==> src/design/lsbf_ram.sv <==
// Generic single-write, single-read RAM with registered read data.
module lsbf_ram #(
    parameter int WIDTH = 8,
    parameter int DEPTH = 16
) (
    input  logic                     i_clk,
    input  logic                     i_we,
    input  logic [$clog2(DEPTH)-1:0] i_waddr,
    input  logic [WIDTH-1:0]         i_wdata,
    input  logic [$clog2(DEPTH)-1:0] i_raddr,
    output logic [WIDTH-1:0]         o_rdata
);
    logic [WIDTH-1:0] r_mem [DEPTH];
    logic [WIDTH-1:0] r_rdata;

    always_ff @(posedge i_clk) begin
        if (i_we) begin
            r_mem[i_waddr] <= i_wdata;
        end
        r_rdata <= r_mem[i_raddr];
    end

    assign o_rdata = r_rdata;
endmodule

==> config.mk <==
export PLATFORM = sky130hd
export DESIGN_NAME = lsbf_ram
export DESIGN_NICKNAME = d
export VERILOG_FILES = /design/src/design/lsbf_ram.sv
export SDC_FILE = /design/constraint.sdc
export NUM_CORES = 1
export LEC_CHECK = 0
export ABC_AREA = 1
export BUFFER_PORTS_ARGS = -buffer_cell sky130_fd_sc_hd__buf_2
export CORE_MARGIN = 8
export CORE_UTILIZATION = 45
export DETAILED_ROUTE_END_ITERATION = 10
export SLEW_MARGIN = 20
export SYNTH_ARGS = -nofsm -noshare
export SYNTH_HDL_FRONTEND = slang
export SYNTH_SLANG_ARGS = --single-unit
export TNS_END_PERCENT = 5
==> constraint.sdc <==
create_clock -name i_clk -period 1.2 [get_ports i_clk]
set_input_delay 0.06 -clock i_clk [delete_from_list [all_inputs] [get_ports i_clk]]
set_output_delay 0.06 -clock i_clk [all_outputs]
set_load 0.02 [all_outputs]
# Word-level counts from Yosys, hierarchy flattened
# Memories as Yosys holds them, arrays and structs flattened. A register that Yosys moved wholly into a read port is not among the register bits.
# Cells that the tools add are included.
[totals] output_inout_bits=8 ff_bits=0 ramBits=128 input_bits=18 word_cells=3 mem_count=1
[classes] mux=2
[mem_list] memory="r_mem" words=16 word_bits=8 rd=1 rd_ports_with_merged_regs=1 wr=1 line_no="13" rtl="logic [WIDTH-1:0] r_mem [DEPTH];"
[op_table] cell="2-to-1 mux 1 bit" n=2

# Depth between registers and ports, before layout
[logic_depth] depth_word=2 depth_mapped=8 mapped_depth_nobuf=7

# Least setup slack after synthesis
# OpenSTA, ideal clock, no wires.
[synth_timing] path_type="input to register" startpoint="in i_waddr[2]" endpoint="mem r_mem[10][0] (enable)" setup_time_ps=370 path_buffers=0 path_slack_ps=189 arrival_time_ps=641 cell_stages=2 t_required_ps=830 cell_sequence="nand3b_1 > nor2_1"
[synth_rtl] element="start: declaration" line_no="8" rtl="input logic [$clog2(DEPTH)-1:0] i_waddr,"
[synth_rtl] element="end: declaration" line_no="13"
# No word-level cell before the write port.

# Final worst setup path
[layout_timing] startpoint="reg r_rdata[5] (netlist: o_rdata[5]), read port of r_mem" endpoint="out o_rdata[5]"
[layout_rtl] element="start: declaration" line_no="14" rtl="logic [WIDTH-1:0] r_rdata;"
[layout_rtl] element="end: declaration" line_no="11" rtl="output logic [WIDTH-1:0] o_rdata"
# No word-level cell between the ends.

==> results.txt <==
outcome - complete, no violations
unique cell type count in the Yosys netlist - 12
effective utilization at floorplan - 0.459
routed vias - 3795
fraction of post-synthesis cell area in the top cell type by area - 0.667
Diodes inserted - 0
crit end category - output port
Post-synth EDFFs - 128
Pins Over Slew Limit - 0
total negative slack - 0 ps
Final setup viols - 0
Buffers on Ports - 25
pin count of the biggest net entering global routing - 42
number of filler cells placed in the layout - 1102
largest area contributor in the netlist - edfxtp_1
post-route cell area - 0.00688 mm2
Critical path buffers and inverters - 1
minimum hold slack - 53.0 ps
worst-path maximum fanout - 1
Die Height - 129 um
Critical Path, Cell by Cell - buf_2
critical path class - register to output port
maximum resistive drop on vdd - 1130 uV
Top Family by Delay on Critical Path - flip-flops
most used standard cells in the synthesized netlist - nand2_1 (173), edfxtp_1 (128), inv_1 (100)
remaining design rule violation count - 0
number of antenna violations at the first check in global routing - 0
global-route usage over all layers - 0.175
Critical path origin - o_rdata[5]$_DFF_P_
cell count after synthesis - 551
post-detailed-route count of antenna-violating nets - 0
Layout Skew - 4.61 ps
1st-pass router iterations - 5
clock tree from TritonCTS - yes
Power Dens Cells - 1690 mW/mm2
sequential-to-total area share from yosys stat - 0.694
number of sinks handled by clock tree synthesis - 136
minimum setup slack in the final design - 172 ps
clock latency on the worst-skew pair - 420 ps
startpoint of the lowest-slack hold path - i_wdata[3]
setup repair after global routing missed its margin - false
HPWL Detailed - 8560 um
fin crit period - 1030 ps
clock-pin slew on the worst setup and hold paths - 60 ps
Maximum Capacitance Violations - 0
iteration-0 DRC count of the detailed router - 421
Synth-to-Final Area Change - 19.4%
setup slack at placement - 17.2 ps
horizontal die dimension - 129 um
leakage dissipation - 3.02 nW
Synthesized Nets - 569
worst hold path class - primary input to register
Synthesis Warnings - 0
largest stage delay on the critical path - 360 ps
cell types with the largest area share after synthesis - edfxtp_1 (67%), nand2_1 (11%), nand3_1 (8.4%)
slowest stage cell on the critical path - dfxtp_1
CP required - 1140 ps
max frequency - 973 MHz
postcts setup bufs - 0
die outline area - 0.0167 mm2
transition at the pin with the smallest max-transition slack - 391 ps
vias in the first global route - 3740
vias per cell - 4.82
standard-cell row count - 41
number of buffers added to fix hold violations after cts - 0
net count of the finished layout - 620
CTS resizes - 0
nature of the critical path startpoint - register
I/O pin total - 26
number of clock buffers inserted by TritonCTS - 17
Final Hold Viols - 0
GRT Residual Overflow - 0
maximum count of clock buffers along a single path - 2
area post-placement - 0.00625 mm2
fraction of registers with async set/reset - 0
setup slack of the worst register-to-register path - 200 ps
headroom to the max-slew limit - 0.740
Syn Std Cell Area - 0.00577 mm2
number of storage elements in the synthesis netlist - 136
global-route wire length before repair - 20800 um
start of the worst register-to-register path - r_mem[14][5]$_DFFE_PP_
Worst Path Arrival - 970 ps
GPL Wtd Cong - 0.867
share of cells above drive strength 1 - 0.145
post-layout utilization of the core - 0.548
CTS H-tree lvls - 4
Avg Inst Size Synth - 10.5 um2
core region area - 0.0126 mm2
flip-flop cell with the highest count after synthesis - edfxtp_1
cell at the root of the clock tree - clkbuf_16
post-route clock period utilization - 0.856
total detailed-routing wirelength - 13300 um
most common cell in the synthesized netlist - nand2_1
routed len/inst - 16.9 um
## per-stage QoR
stage	total power, mW	instances
after detailed placement	6.17	755
final	11.6	787
after global placement	6.17	755
after global routing	12.0	787
after floorplan	5.85	551
after CTS	11.7	787
## worst paths after layout
| path | cells after the start | end |
|---|---|---|
| worst max register to register | 6 | o_rdata[5]$_DFF_P_ |
| worst min-delay path | 1 | r_mem[4][3]$_DFFE_PP_ |
| worst min register to register | 6 | o_rdata[4]$_DFF_P_ |
| worst max-delay path | 1 | o_rdata[5] |
## layer usage
layer,GRT usage,part of all wire,vias up
met3,0.0588,0.051,26
met1,0.207,0.43,1798
met2,0.286,0.49,99
li1,-,-,1872
met5,0,0,-
met4,0.0739,0.026,0
## report_power, final
group	leakage, nW	total (mW)	switching, mW	internal (mW)
clock	0.313	5.56	1.90	3.66
sequential	1.22	5.35	0.0341	5.31
combinational	1.48	0.721	0.491	0.231
## placed cells by master, fill, tap and decap left out
cell type,Yosys,routed
buf_12,0,6
buf_2,13,25
buf_4,4,25
bufinv_16,0,5
clkbuf_1,0,1
clkbuf_16,0,17
clkinv_2,0,6
clkinv_4,0,2
clkinvlp_4,0,1
dfxtp_1,8,8
edfxtp_1,128,128
inv_1,100,100
inv_2,2,2
nand2_1,173,173
nand3_1,97,97
nand3b_1,2,2
nor2_1,17,17
## cells by family (layout without fill, tap and decap cells)
kind of cell / count (synthesis) / after routing / synth area share
flops: 136 / 136 / 0.694
buf+inv: 126 / 190 / 0.0952
simple gates: 289 / 289 / 0.210
## flip-flops by register name, summed over array words and instances, names as in the netlist
| name | cells |
|---|---|
| r_mem | 128 |
| o_rdata | 8 |
## area by class of cell
class                   instances  area [um2]  area share
clock inverters                14         205      0.0298
well taps                     172         215      0.0313
repair buffers                 56         433      0.0629
inverters                     102         383      0.0556
clock buffers                  18         429      0.0624
multi-input cells             289        1210       0.176
flip-flops and latches        136        4000       0.582
(Power assumes the default switching activity.)
