**config.mk**
```make
export PLATFORM = sky130hd
export DESIGN_NAME = lsbf_div
export DESIGN_NICKNAME = d
export VERILOG_FILES = /design/src/design/lsbf_pkg.sv /design/src/design/lsbf_div.sv
export SDC_FILE = /design/constraint.sdc
export NUM_CORES = 1
export LEC_CHECK = 0
export BUFFER_PORTS_ARGS = -buffer_cell sky130_fd_sc_hd__buf_2
export CAP_MARGIN = 25
export CORE_ASPECT_RATIO = 1.25
export CORE_MARGIN = 2
export CORE_UTILIZATION = 40
export CTS_BUF_LIST = sky130_fd_sc_hd__clkbuf_16
export DETAILED_ROUTE_END_ITERATION = 8
export PLACE_DENSITY_LB_ADDON = 0.12
export SLEW_MARGIN = 20
export SYNTH_ARGS = -nofsm -noshare
export SYNTH_HDL_FRONTEND = slang
export SYNTH_SLANG_ARGS = --single-unit
```
**constraint.sdc**
```tcl
create_clock -name i_clk -period 4.4 [get_ports i_clk]
set_input_delay 0.44 -clock i_clk [delete_from_list [all_inputs] [get_ports i_clk]]
set_output_delay 0.44 -clock i_clk [all_outputs]
set_load 0.02 [all_outputs]
```
**src/design/lsbf_pkg.sv**
```systemverilog
// Shared constants, types and trig tables for the L-shape box fitter.
package lsbf_pkg;

    // sizing
    localparam int MAX_POINTS = 256;
    localparam int NUM_ANGLES = 90;
    localparam int FRAC_BITS  = 10;

    localparam int PT_W      = 24;
    localparam int TRIG_BITS = 14;
    localparam int TW        = TRIG_BITS + 1;        // cos/sin magnitude, Q1.14
    localparam int CW        = TW + 1;               // signed multiplier operand
    localparam int PW        = PT_W + 2;             // projected coordinate
    localparam int AW        = $clog2(MAX_POINTS);
    localparam int CNT_W     = $clog2(MAX_POINTS + 1);
    localparam int ANG_W     = $clog2(NUM_ANGLES);
    localparam int DEG_W     = 7;
    localparam int CFG_W     = 16;
    localparam int CFG_IDX_W = 1;
    localparam int QW        = FRAC_BITS + 23;       // reciprocal quotient
    localparam int SCORE_W   = 48;
    localparam int NSUM_W    = 2 * PW + CNT_W;
    localparam int ANG_DEN   = NUM_ANGLES - 1;
    localparam int CX_W      = PW + 2;               // doubled center, rotated frame
    localparam int CM_W      = CW + CX_W;

    localparam logic [QW-1:0] SCORE_NUM = QW'(1) << (FRAC_BITS + 22);

    // register indexes
    localparam logic [CFG_IDX_W-1:0] CFG_MIN_DIST = 1'b0;
    localparam logic [CFG_IDX_W-1:0] CFG_MIN_BOX  = 1'b1;
    localparam logic [CFG_W-1:0] RST_MIN_DIST = 16'd10;
    localparam logic [CFG_W-1:0] RST_MIN_BOX  = 16'd205;

    localparam longint unsigned PI_DEG_Q30  = 64'd18740330;
    localparam longint unsigned HALF_PI_Q30 = 64'd1686629713;
    localparam longint unsigned ONE_Q30     = 64'd1073741824;

    typedef logic [TW-1:0]    t_trig_tbl [NUM_ANGLES];
    typedef logic [DEG_W-1:0] t_deg_tbl  [NUM_ANGLES];

    // Taylor series sine, Q30 in and out
    function automatic longint unsigned f_sin_q30(longint unsigned x);
        longint unsigned x2;
        longint unsigned t;
        x2 = (x * x) >> 30;
        t  = ONE_Q30 - x2 / 72;
        t  = ONE_Q30 - ((x2 * t) >> 30) / 42;
        t  = ONE_Q30 - ((x2 * t) >> 30) / 20;
        t  = ONE_Q30 - ((x2 * t) >> 30) / 6;
        return (x * t) >> 30;
    endfunction

    function automatic longint unsigned f_angle_q30(int j);
        longint unsigned jj;
        jj = longint'(j);
        return (jj * 64'd89 * PI_DEG_Q30 + ANG_DEN / 2) / ANG_DEN;
    endfunction

    function automatic t_trig_tbl f_sin_tbl();
        t_trig_tbl tbl;
        for (int j = 0; j < NUM_ANGLES; j++) begin
            tbl[j] = TW'((f_sin_q30(f_angle_q30(j)) + 64'd32768) >> 16);
        end
        return tbl;
    endfunction

    function automatic t_trig_tbl f_cos_tbl();
        t_trig_tbl tbl;
        for (int j = 0; j < NUM_ANGLES; j++) begin
            tbl[j] = TW'((f_sin_q30(HALF_PI_Q30 - f_angle_q30(j)) + 64'd32768) >> 16);
        end
        return tbl;
    endfunction

    function automatic t_deg_tbl f_deg_tbl();
        t_deg_tbl tbl;
        for (int j = 0; j < NUM_ANGLES; j++) begin
            tbl[j] = DEG_W'((j * 89 + ANG_DEN / 2) / ANG_DEN);
        end
        return tbl;
    endfunction

    localparam t_trig_tbl SIN_TBL = f_sin_tbl();
    localparam t_trig_tbl COS_TBL = f_cos_tbl();
    localparam t_deg_tbl  DEG_TBL = f_deg_tbl();

endpackage

```
**src/design/lsbf_div.sv**
```systemverilog
// Bit-serial restoring divider: fixed score numerator over a distance, one bit a cycle.
module lsbf_div import lsbf_pkg::*; (
    input  logic          i_clk,
    input  logic          i_rst_n,
    input  logic          i_start,
    input  logic [PW-1:0] i_den,
    output logic          o_done,
    output logic [QW-1:0] o_quo
);
    localparam int STEP_W = $clog2(QW + 1);

    logic              r_busy;
    logic              r_done;
    logic [STEP_W-1:0] r_step;
    logic [PW:0]       r_rem;
    logic [QW-1:0]     r_quo;
    logic [PW-1:0]     r_den;
    logic [PW:0]       trial;
    logic              fits;

    // shift in the next dividend bit and try the subtract
    assign trial = {r_rem[PW-1:0], r_quo[QW-1]};
    assign fits  = trial >= {1'b0, r_den};

    always_ff @(posedge i_clk) begin
        if (!i_rst_n) begin
            r_busy <= 1'b0;
            r_done <= 1'b0;
            r_step <= '0;
        end else begin
            r_done <= 1'b0;
            if (i_start) begin
                r_busy <= 1'b1;
                r_step <= STEP_W'(QW);
            end else if (r_busy) begin
                r_step <= r_step - STEP_W'(1);
                if (r_step == STEP_W'(1)) begin
                    r_busy <= 1'b0;
                    r_done <= 1'b1;
                end
            end
        end
    end

    // datapath
    always_ff @(posedge i_clk) begin
        if (i_start) begin
            r_rem <= '0;
            r_quo <= SCORE_NUM;
            r_den <= i_den;
        end else if (r_busy) begin
            r_rem <= fits ? trial - {1'b0, r_den} : trial;
            r_quo <= {r_quo[QW-2:0], fits};
        end
    end

    assign o_done = r_done;
    assign o_quo  = r_quo;
endmodule

```
; Word level (Yosys, flattened, before mapping)
; Index checks and enable logic that the tools add are counted.
[word_totals]
romBits = 0
output_inout_bits = 34
mem_count = 0
ff_bits = 93
mem_bits_rw = 0
latch_bits = 0
word_cells = 23
input_bits = 29
[classes]
div = 0
n_mux = 7
bitwise_logic = 2
n_lt_le_gt_ge = 1
shift = 0
mul = 0
reduce_logical = 3
n_eq_ne = 1
add_sub_neg = 2
[ops]
columns = cell, count
row1 = greater-or-equal comparator 27 x 26 -> 1 bit, 1
row2 = 2-to-1 mux 26 bit, 1
row3 = subtractor 26 bit, 1
row4 = 2-to-1 mux 6 bit, 2
row5 = == test 6 x 1 -> 1 bit (second input constant), 1
row6 = subtractor 6 x 1 -> 6 bit (second input constant), 1
row7 = 2-to-1 mux 1 bit, 4
row8 = OR reduction 3 bit, 1
row9 = NOT 1 bit, 2
row10 = nonzero test 2 bit, 1
row11 = OR reduction 2 bit, 1

; Logic depth before layout (Yosys ltp)
; Gate-level depths: netlist of the first run.
[depth]
word_depth = 4
mapped_depth = 13
ltp_nobuf = 12

; Least setup slack after synthesis of the first run
; Ideal clock, no wire load.
[synth_path]
path_kind = flip-flop to flip-flop
startpoint = reg r_quo[32] (netlist: o_quo[32])
endpoint = reg r_rem[24]
t_arrival_ns = 2.837
n_path_buf = 0
setup_slack_ns = 1.432
setup_time_ns = 0.132
period_less_slack_ns = 2.968
required_time_ns = 4.268
path_stages_with_launch = 13
path_cell_list = dfxtp_1 inv_1 ha_1 inv_1 fa_1 a211oi_1 o21ai_0 a41oi_1 a21oi_1 a221oi_1 mux2_2 a311oi_1 nor3_1
[synth_between]
elab_chain_len = 2
elab_cells_between_ends = 3
cone_classes = add/sub: 1 / order compare: 1 / mux: 1
[synth_lines]
columns = element, line
row1 = "start, declared", lsbf_div.sv:16  ; logic [QW-1:0] r_quo;
row2 = "start signal, assigned", lsbf_div.sv:53  ; r_quo <= {r_quo[QW-2:0], fits};
row3 = subtractor 26 bit or greater-or-equal comparator 27 x 26 -> 1 bit (tied branches), "lsbf_div.sv:52, lsbf_div.sv:23"
row4 = 2-to-1 mux 26 bit *, lsbf_div.sv:52  ; r_rem <= fits ? trial - {1'b0, r_den} : trial;
row5 = "end signal, assigned", lsbf_div.sv:52
row6 = "end, declared", lsbf_div.sv:15  ; logic [PW:0] r_rem;
; Mark *: on every way between the ends. The rest lies on a longest branch, timed or not.
; A chain may end at the register's enable or synchronous reset.

; Worst setup path after layout of the first run
; Ends and elaborated chain as after synthesis.

==> results of run 1 <==
-- per-stage QoR --
| step | instances | instance area (um^2) | utilization |
|---|---|---|---|
| floorplan | 539 | 5000 | - |
| global placement | 738 | 5390 | 0.443 |
| detailed placement | 738 | 5390 | 0.443 |
| CTS | 754 | 5660 | 0.465 |
| global route | 754 | 5660 | 0.465 |
| finish | 754 | 5660 | 0.465 |
-- path summary, 6_finish.rpt --
check                    startpoint                      to  depth (start not counted)
max          o_quo[32]$_SDFFE_PP1P_  r_rem[24]$_SDFFE_PP0P_                         12
min                       i_den[12]     r_den[12]$_DFFE_PP_                          1
min reg2reg  r_step[1]$_SDFFE_PP0P_  r_step[1]$_SDFFE_PP0P_                          2
max reg2reg  o_quo[32]$_SDFFE_PP1P_  r_rem[24]$_SDFFE_PP0P_                         12
-- placed cells by master (no fill, tap or decap), drive strengths merged, types with 5 or more instances in the layout --
cell	instances
nor2	81
xnor2	16
xor2	6
clkbuf	9
nand3	7
o21ai	16
buf	65
nor3	6
o211ai	5
inv	37
a21o	16
and3	7
clkinv	5
nand2	39
a311oi	11
edfxtp	26
ha	28
a211oi	16
a21oi	22
mux2i	43
dfxtp	67
nand2b	8
-- flip-flops by register name, indices dropped and copies added (netlist names) --
| register | count |
|---|---|
| r_busy | 1 |
| o_quo | 33 |
| r_step | 6 |
| o_done | 1 |
| r_rem | 26 |
| r_den | 26 |
-- logic make-up (layout without fill, tap and decap cells) --
family	Yosys count	count (layout)
compound gates	117	117
xor+xnor	22	22
fa+ha+maj	29	29
buf+inv	65	116
flops	93	93
mux	45	45
simple gates	168	168
-- worst max-delay path, stage by stage, from the launching register on --
cell and delay (ps):
dfxtp_1 300, inv_1 90, ha_1 170, inv_1 50
fa_1 410, a211oi_1 240, o21ai_0 200, a41oi_1 530
a21oi_1 240, a221oi_1 370, mux2_2 380, a311oi_1 240
nor3_1 80
-- cell type report --
class	instances	area, um^2
well taps	164	205
repair buffers	65	333
clock buffers	9	225
flip-flops and latches	93	2130
fillers	1270	6510
inverters	35	131
clock inverters	7	43.8
multi-input cells	381	2590
-- power by group --
part           internal (mW)  total, mW  switching, mW
clock                  0.380      0.704          0.324
combinational          0.217      0.517          0.300
sequential             0.931      0.961         0.0296
-- per-layer routing --
layer,vias to the layer above,GRT usage,share of wire
met5,-,0,0
met3,11,0.0380,0.050
met2,91,0.283,0.48
met4,0,0.0779,0.020
li1,2003,-,-
met1,1819,0.197,0.45
==> impl_metrics.yaml, run 1 <==
yosys:
  synthTopCellsByArea: "dfxtp_1 27%, edfxtp_1 16%, mux2i_1 8.6%"
  synth_common_cells: "81 x nor2_1, 67 x dfxtp_1, 43 x mux2i_1"
  synth_most_common_cell: "nor2_1"
  synth_top_family_by_area: "compound AO/OA/AOI/OAI gates"
  synth_warnings: 0
  async_reset_ff_frac: 0
  synth_fa_ha_area_frac: 0.0741
  synthSimpleGateAreaFrac: 0.149
  synth_xor_area_frac: 0.0386
  synth_seq_cells: 93
  synth_nets: 597
  synth_cells: 539
  synth_top_cell_by_area: "dfxtp_1"
  syn_avg_cell_area_um2: 9.27
  yosysSeqAreaShare: 0.425
  synth_area_mm2: 0.00500
  synthMuxAreaShare: 0.0907
  synth_compound_area_frac: 0.167
  ys.flop_type: "dfxtp_1"
  yosysUniqueCellTypes: 56
  yosys.area.top_type_share: 0.268
  synth-edff-count: 26
drt:
  drtAntennaViolNets: 0
  vias: 3924
  drt_first_pass_iters: 5
  post-route-drc-count: 0
  drt_iter0_drc: 163
  drt_wl_total_mm: 10.6
  post_drt_wl_per_cell_um: 14.1
  detail_route.vias_per_cell: 5.20
critical_path:
  cp.required_ps: 4590
  r2r_slack_ps: 940
  setup.worst_path.start_class: "flip-flop"
  arrival_ps: 3650
  crit_type: "reg2reg"
  crit_path_end_kind: "flip-flop"
  cp_max_fo: 5
timing:
  fin_skew_ps: 4.87
  fin_crit_ps: 3460
  fin_crit_sh: 0.786
  tightest_slew_ps: 1040
  relSlewSlack: 0.305
  report.final.slew_viol_count: 0
  hold_ws_ps: 265
  finalHoldViolCount: 0
  setup_tns_ps: 0
  setup_ws_ps: 943
  fmax_ghz: 0.289
  rsz0062_at_grt: "no"
  setup_viol: 0
clocking:
  cts-resized-gates: 0
  clk_pin_slew_ps: 60
  post-cts-setup-buffer-count: 0
  ctsHoldBuffers: 0
  htree_levels: 3
  cts_buffer_depth: 2
  root_buffer: "clkbuf_16"
  cts-buffers-inserted: 9
  cts_tree: "yes"
  cts.sinks: 93
  clock_latency_ps: 350
power_and_ir_drop:
  vdd_drop_max_uv: 279
  total_power_mw: 2.18
  power.density_mw_per_mm2: 386
  p_leak_nw: 2.55
job:
  cap_violations: 0
floorplanning:
  die-area_mm2: 0.0134
  core_mm2: 0.0122
  die_y_um: 129
  rows: 45
  ioPinCount: 63
  die_w_um: 104
  initial_core_util: 0.411
final_layout:
  nets: 643
  area_delta_synth_final_pct: 13.2
  drive_gt1_frac: 0.147
  antenna_cells: 0
min_path:
  hp-class: "in2reg"
global_route:
  antenna_found_initial: 0
  grt_overflow: 0
  grt_pass1_vias: 3847
  track_usage: 0.165
  grt_max_degree: 86
  grt_pass1_wl_mm: 17.9
run_status:
  status: "complete, no violations"
place:
  place_hpwl_mm: 7.22
  port_buffers: 62
  globalplace.congestion: 0.802
  pre_cts_slack_ps: 995
Power figures use the tool's default switching activity.
==> inputs of run 2 (changes only) <==
==> constraint.sdc (replaced) <==
create_clock -name i_clk -period 3.35 [get_ports i_clk]
set_input_delay 0.335 -clock i_clk [delete_from_list [all_inputs] [get_ports i_clk]]
set_output_delay 0.335 -clock i_clk [all_outputs]
set_load 0.02 [all_outputs]
==> run 2 against run 1 <==
Compared with the run above:
- flip-flop and latch count stayed put
- maximum frequency is 11% higher
- global-route usage fell by 0.090 points
==> impl_metrics.yaml, run 2 (synthesis results as in run 1) <==
floorplanning:
  rows: 45
  die-area_mm2: 0.0134
  core_mm2: 0.0122
  initial_core_util: 0.411
  ioPinCount: 63
  die_w_um: 104
  die_y_um: 129
global_route:
  track_usage: 0.164
  antenna_found_initial: 0
  grt_overflow: 0
  grt_max_degree: 82
  grt_pass1_vias: 3847
  grt_pass1_wl_mm: 17.7
timing:
  fin_crit_sh: 0.927
  report.final.slew_viol_count: 0
  fmax_ghz: 0.322
  fin_crit_ps: 3100
  setup_tns_ps: 0
  tightest_slew_ps: 909
  fin_skew_ps: 8.09
  relSlewSlack: 0.394
  setup_viol: 0
  hold_ws_ps: 158
  rsz0062_at_grt: "no"
  finalHoldViolCount: 0
clocking:
  root_buffer: "clkbuf_16"
  htree_levels: 3
  cts_tree: "yes"
  clock_latency_ps: 350
  cts-buffers-inserted: 9
  post-cts-setup-buffer-count: 0
  cts-resized-gates: 0
  ctsHoldBuffers: 0
  cts.sinks: 93
  cts_buffer_depth: 2
  clk_pin_slew_ps: 60
critical_path:
  startpoint: "r_den[12]$_DFFE_PP_"
  rr_startpoint: "r_den[12]$_DFFE_PP_"
  cp.required_ps: 3550
  setup.worst_path.start_class: "flip-flop"
  arrival_ps: 3300
  crit_type: "reg2reg"
  critical_path.top_delay_family: "compound AO/OA/AOI/OAI gates"
  reg2reg_to: "r_rem[24]$_SDFFE_PP0P_"
  crit_path_end_kind: "flip-flop"
  r2r_cells: 11
  path_buf_inv: 2
  crit_slowest_cell: "ha_1"
  cp_cell_sequence: "inv_1 > ha_1 > a21o_1 > a311o_1 > a221o_1 > o21ba_2 > o211a_1 > or2_1 > buf_4 > a311oi_1 > nor3_1"
  r2r_slack_ps: 250
  cp_max_fo: 13
  max_stage_delay_ps: 380
power_and_ir_drop:
  power.density_mw_per_mm2: 501
  p_leak_nw: 2.59
  vdd_drop_max_uv: 288
final_layout:
  nets: 652
  largest_register_ffs: 33
  postLayoutCoreUtil: 0.470
  final_common_cell: "nor2_1"
  area_delta_synth_final_pct: 14.4
  antenna_cells: 0
  final_cell_mix: "81 x nor2_1, 66 x dfxtp_1, 62 x buf_2"
  post-route-cell-area_mm2: 0.00572
  drive_gt1_frac: 0.157
  fin_cells: 763
job:
  cap_violations: 0
run_status:
  status: "complete, no violations"
drt:
  detail_route.vias_per_cell: 5.18
  drt_iter0_drc: 122
  post_drt_wl_per_cell_um: 13.7
  drt_first_pass_iters: 4
  vias: 3951
  post-route-drc-count: 0
  drt_wl_total_mm: 10.4
  drtAntennaViolNets: 0
place:
  place_hpwl_mm: 7.39
  dp.cells: 747
  port_buffers: 62
  placed_area_mm2: 0.00545
  globalplace.congestion: 0.836
min_path:
  min_to: "r_den[7]$_DFFE_PP_"
  min_from: "i_den[7]"
  hp-class: "in2reg"
  worstHoldPathCells: 1
==> run 2: cell count changes in the layout (fill, tap and decap cells not counted) <==
cell | previous run | this run
inv_1 | 36 | 37
clkinv_2 | 2 | 1
clkinv_1 | 1 | 2
inv_6 | 1 | 0
buf_4 | 3 | 12
==> run 2: report_power, final <==
part | switching, mW | internal, mW
sequential | 0.0457 | 1.22
clock | 0.418 | 0.493
combinational | 0.388 | 0.299
total | 0.851 | 2.02
==> run 2: through the flow <==
step                      total power, mW  worst slack [ps]
after global routing                 3.03               101
after CTS                            2.91               243
final                                2.87               246
after global placement               1.97               319
after floorplan                      1.83               382
after detailed placement             1.98               258
==> run 2: layout make-up <==
class                   count  area [um^2]
flip-flops and latches     93         2130
clock inverters             7         37.5
inverters                  35          131
fillers                  1232         6440
repair buffers             74          400
multi-input cells         381         2590
well taps                 164          205
clock buffers               9          225
==> run 2: metal layers <==
metal | part of all wire | track usage
met5 | 0 | 0
met4 | 0.034 | 0.0970
met3 | 0.041 | 0.0365
met2 | 0.46 | 0.271
met1 | 0.46 | 0.197
==> run 2: worst register-to-register path, stage by stage (launching register included) <==
cell and delay, ps:
edfxtp_1 330, inv_1 40, ha_1 380, a21o_1 200, a311o_1 320, a221o_1 350
o21ba_2 260, o211a_1 250, or2_1 260, buf_4 210, a311oi_1 280, nor3_1 80
==> run 2: worst max-delay path by stage <==
stage | endpoint | cells past startpoint | slack (ps)
after floorplan | r_rem[24]$_SDFFE_PP0P_ | 12 | 380
after global placement | r_rem[24]$_SDFFE_PP0P_ | 11 | 320
after detailed placement | r_rem[24]$_SDFFE_PP0P_ | 11 | 260
after CTS | r_rem[24]$_SDFFE_PP0P_ | 11 | 240
after global routing | r_rem[24]$_SDFFE_PP0P_ | 11 | 100
final | r_rem[24]$_SDFFE_PP0P_ | 11 | 250
==> inputs of run 3 (changes only) <==
--- a/config.mk
+++ b/config.mk
@@ -9,7 +9,7 @@
 export CAP_MARGIN = 25
 export CORE_ASPECT_RATIO = 1.25
 export CORE_MARGIN = 2
-export CORE_UTILIZATION = 40
+export CORE_UTILIZATION = 45
 export CTS_BUF_LIST = sky130_fd_sc_hd__clkbuf_16
 export DETAILED_ROUTE_END_ITERATION = 8
 export PLACE_DENSITY_LB_ADDON = 0.12
==> run 3 against run 2 <==
Compared with the run above:
- worst setup slack better by 27 ps
- hold slack worse by 0.98 ps
- flip-flop and latch count stayed put
- maximum frequency is 0.89% higher
- utilization is 4.9 points higher
- non-clock buffer count is 2 lower
- via count is 1.0% lower
- sequential share of layout area is 0.11 points higher
- final cell count is 4.1% lower
- critical path type unchanged
- largest cell class unchanged
- largest power group unchanged
==> impl_metrics.yaml, run 3 (synthesis results as in run 1) <==
floorplanning:
  die-area_mm2: 0.0120
  core_mm2: 0.0110
  ioPinCount: 63
  initial_core_util: 0.455
  rows: 43
  die_w_um: 98.2
  die_y_um: 122
drt:
  vias: 3910
  wl_met1_mm: 4.59
  detail_route.vias_per_cell: 5.34
  drt_first_pass_iters: 4
  dr.max_layer_used: "met4"
  drtAntennaViolNets: 0
  drt_iter0_drc: 102
  wl_met3_um: 518
  drt_wl_total_mm: 10.1
  post_drt_wl_per_cell_um: 13.9
  post-route-drc-count: 0
  dr_wl_met2_mm: 4.81
final_layout:
  register_area_mm2: 0.00213
  nets: 650
  area_delta_synth_final_pct: 14.1
  drive_gt1_frac: 0.161
  multi_input_area_mm2: 0.00259
  post-route-cell-area_mm2: 0.00570
  final_cell_mix: "81 x nor2_1, 66 x dfxtp_1, 62 x buf_2"
  postLayoutCoreUtil: 0.519
  final_common_cell: "nor2_1"
  largest_register_ffs: 33
  antenna_cells: 0
  fillerInstances: 1088
power_and_ir_drop:
  power.internal_mw: 2.08
  p_clk_frac: 0.342
  switching_share: 0.299
  seqPwrFrac: 0.428
  power.density_mw_per_mm2: 520
  p_leak_nw: 2.59
  p_switching_mw: 0.886
  vdd_drop_max_uv: 278
  power_frac_comb: 0.230
timing:
  hold_ws_ps: 157
  fmax_ghz: 0.325
  setup_ws_ps: 273
  fin_skew_ps: 9.48
  fin_crit_sh: 0.918
  setup_viol: 0
  fin_crit_ps: 3080
  rsz0062_at_grt: "no"
  tightest_slew_ps: 902
  setup_tns_ps: 0
  report.final.slew_viol_count: 0
  relSlewSlack: 0.399
  finalHoldViolCount: 0
place:
  place_hpwl_mm: 7.05
  pre_cts_slack_ps: 274
  port_buffers: 62
  globalplace.congestion: 0.843
  placed_area_mm2: 0.00540
clocking:
  cts-resized-gates: 0
  clock_latency_ps: 350
  clk_pin_slew_ps: 70
  root_buffer: "clkbuf_16"
  cts_buffer_depth: 2
  cts-buffers-inserted: 9
  htree_levels: 3
  cts.sinks: 93
  ctsHoldBuffers: 0
  post-cts-setup-buffer-count: 0
  cts_tree: "yes"
global_route:
  grt_pass1_vias: 3796
  grt_overflow: 0
  grt_max_degree: 82
  track_usage: 0.175
  antenna_found_initial: 0
  grt_pass1_wl_mm: 17.2
job:
  cap_violations: 0
critical_path:
  cp.required_ps: 3540
  arrival_ps: 3270
  cp_max_fo: 11
  crit_type: "reg2reg"
  crit_path_end_kind: "flip-flop"
  setup.worst_path.start_class: "flip-flop"
run_status:
  status: "complete, no violations"
min_path:
  hp-class: "in2reg"
-- run 3: critical path: stages (launching register included) --
cell and delay (ps):
edfxtp_1 320, inv_1 40, ha_1 370, a21o_1 190
a311o_1 310, a221o_1 360, o21ba_2 260, o211a_1 250
or2_1 250, buf_4 200, a311oi_1 290, nor3_1 80
-- run 3: path summary, 6_finish.rpt --
kind                                              from                      to  slack (ps)  depth (start not counted)
worst max register to register     r_den[12]$_DFFE_PP_  r_rem[24]$_SDFFE_PP0P_         270                         11
worst min-delay path                          i_den[8]      r_den[8]$_DFFE_PP_         160                          1
worst max-delay path               r_den[12]$_DFFE_PP_  r_rem[24]$_SDFFE_PP0P_         270                         11
worst min register to register  r_rem[10]$_SDFFE_PP0P_  r_rem[10]$_SDFFE_PP0P_         500                          2
-- run 3: routing by layer --
layer | track usage | vias up
li1 | - | 2020
met1 | 0.211 | 1801
met2 | 0.300 | 74
met3 | 0.0476 | 15
met4 | 0.0668 | 0
met5 | 0 | -
-- run 3: final cells by class --
cell class / instances / area share
multi-input cells: 381 / 0.455
well taps: 135 / 0.0296
flip-flops and latches: 93 / 0.373
clock inverters: 6 / 0.00834
clock buffers: 10 / 0.0439
repair buffers: 72 / 0.0676
inverters: 35 / 0.0230
-- run 3: per-stage QoR --
stage               cells  power [mW]
CTS                   732        3.00
global placement      716        1.97
floorplan             539        1.83
finish                732        2.96
global route          732        3.12
detailed placement    716        1.97
-- run 3: power by group through the flow --
stage / combinational, mW / sequential (mW) / clock, mW
6_report: 0.683 / 1.27 / 1.01
5_1_grt: 0.768 / 1.28 / 1.08
3_3_place_gp: 0.676 / 1.29 / 0
4_1_cts: 0.686 / 1.27 / 1.04
3_5_place_dp: 0.681 / 1.29 / 0
2_1_floorplan: 0.551 / 1.28 / 0
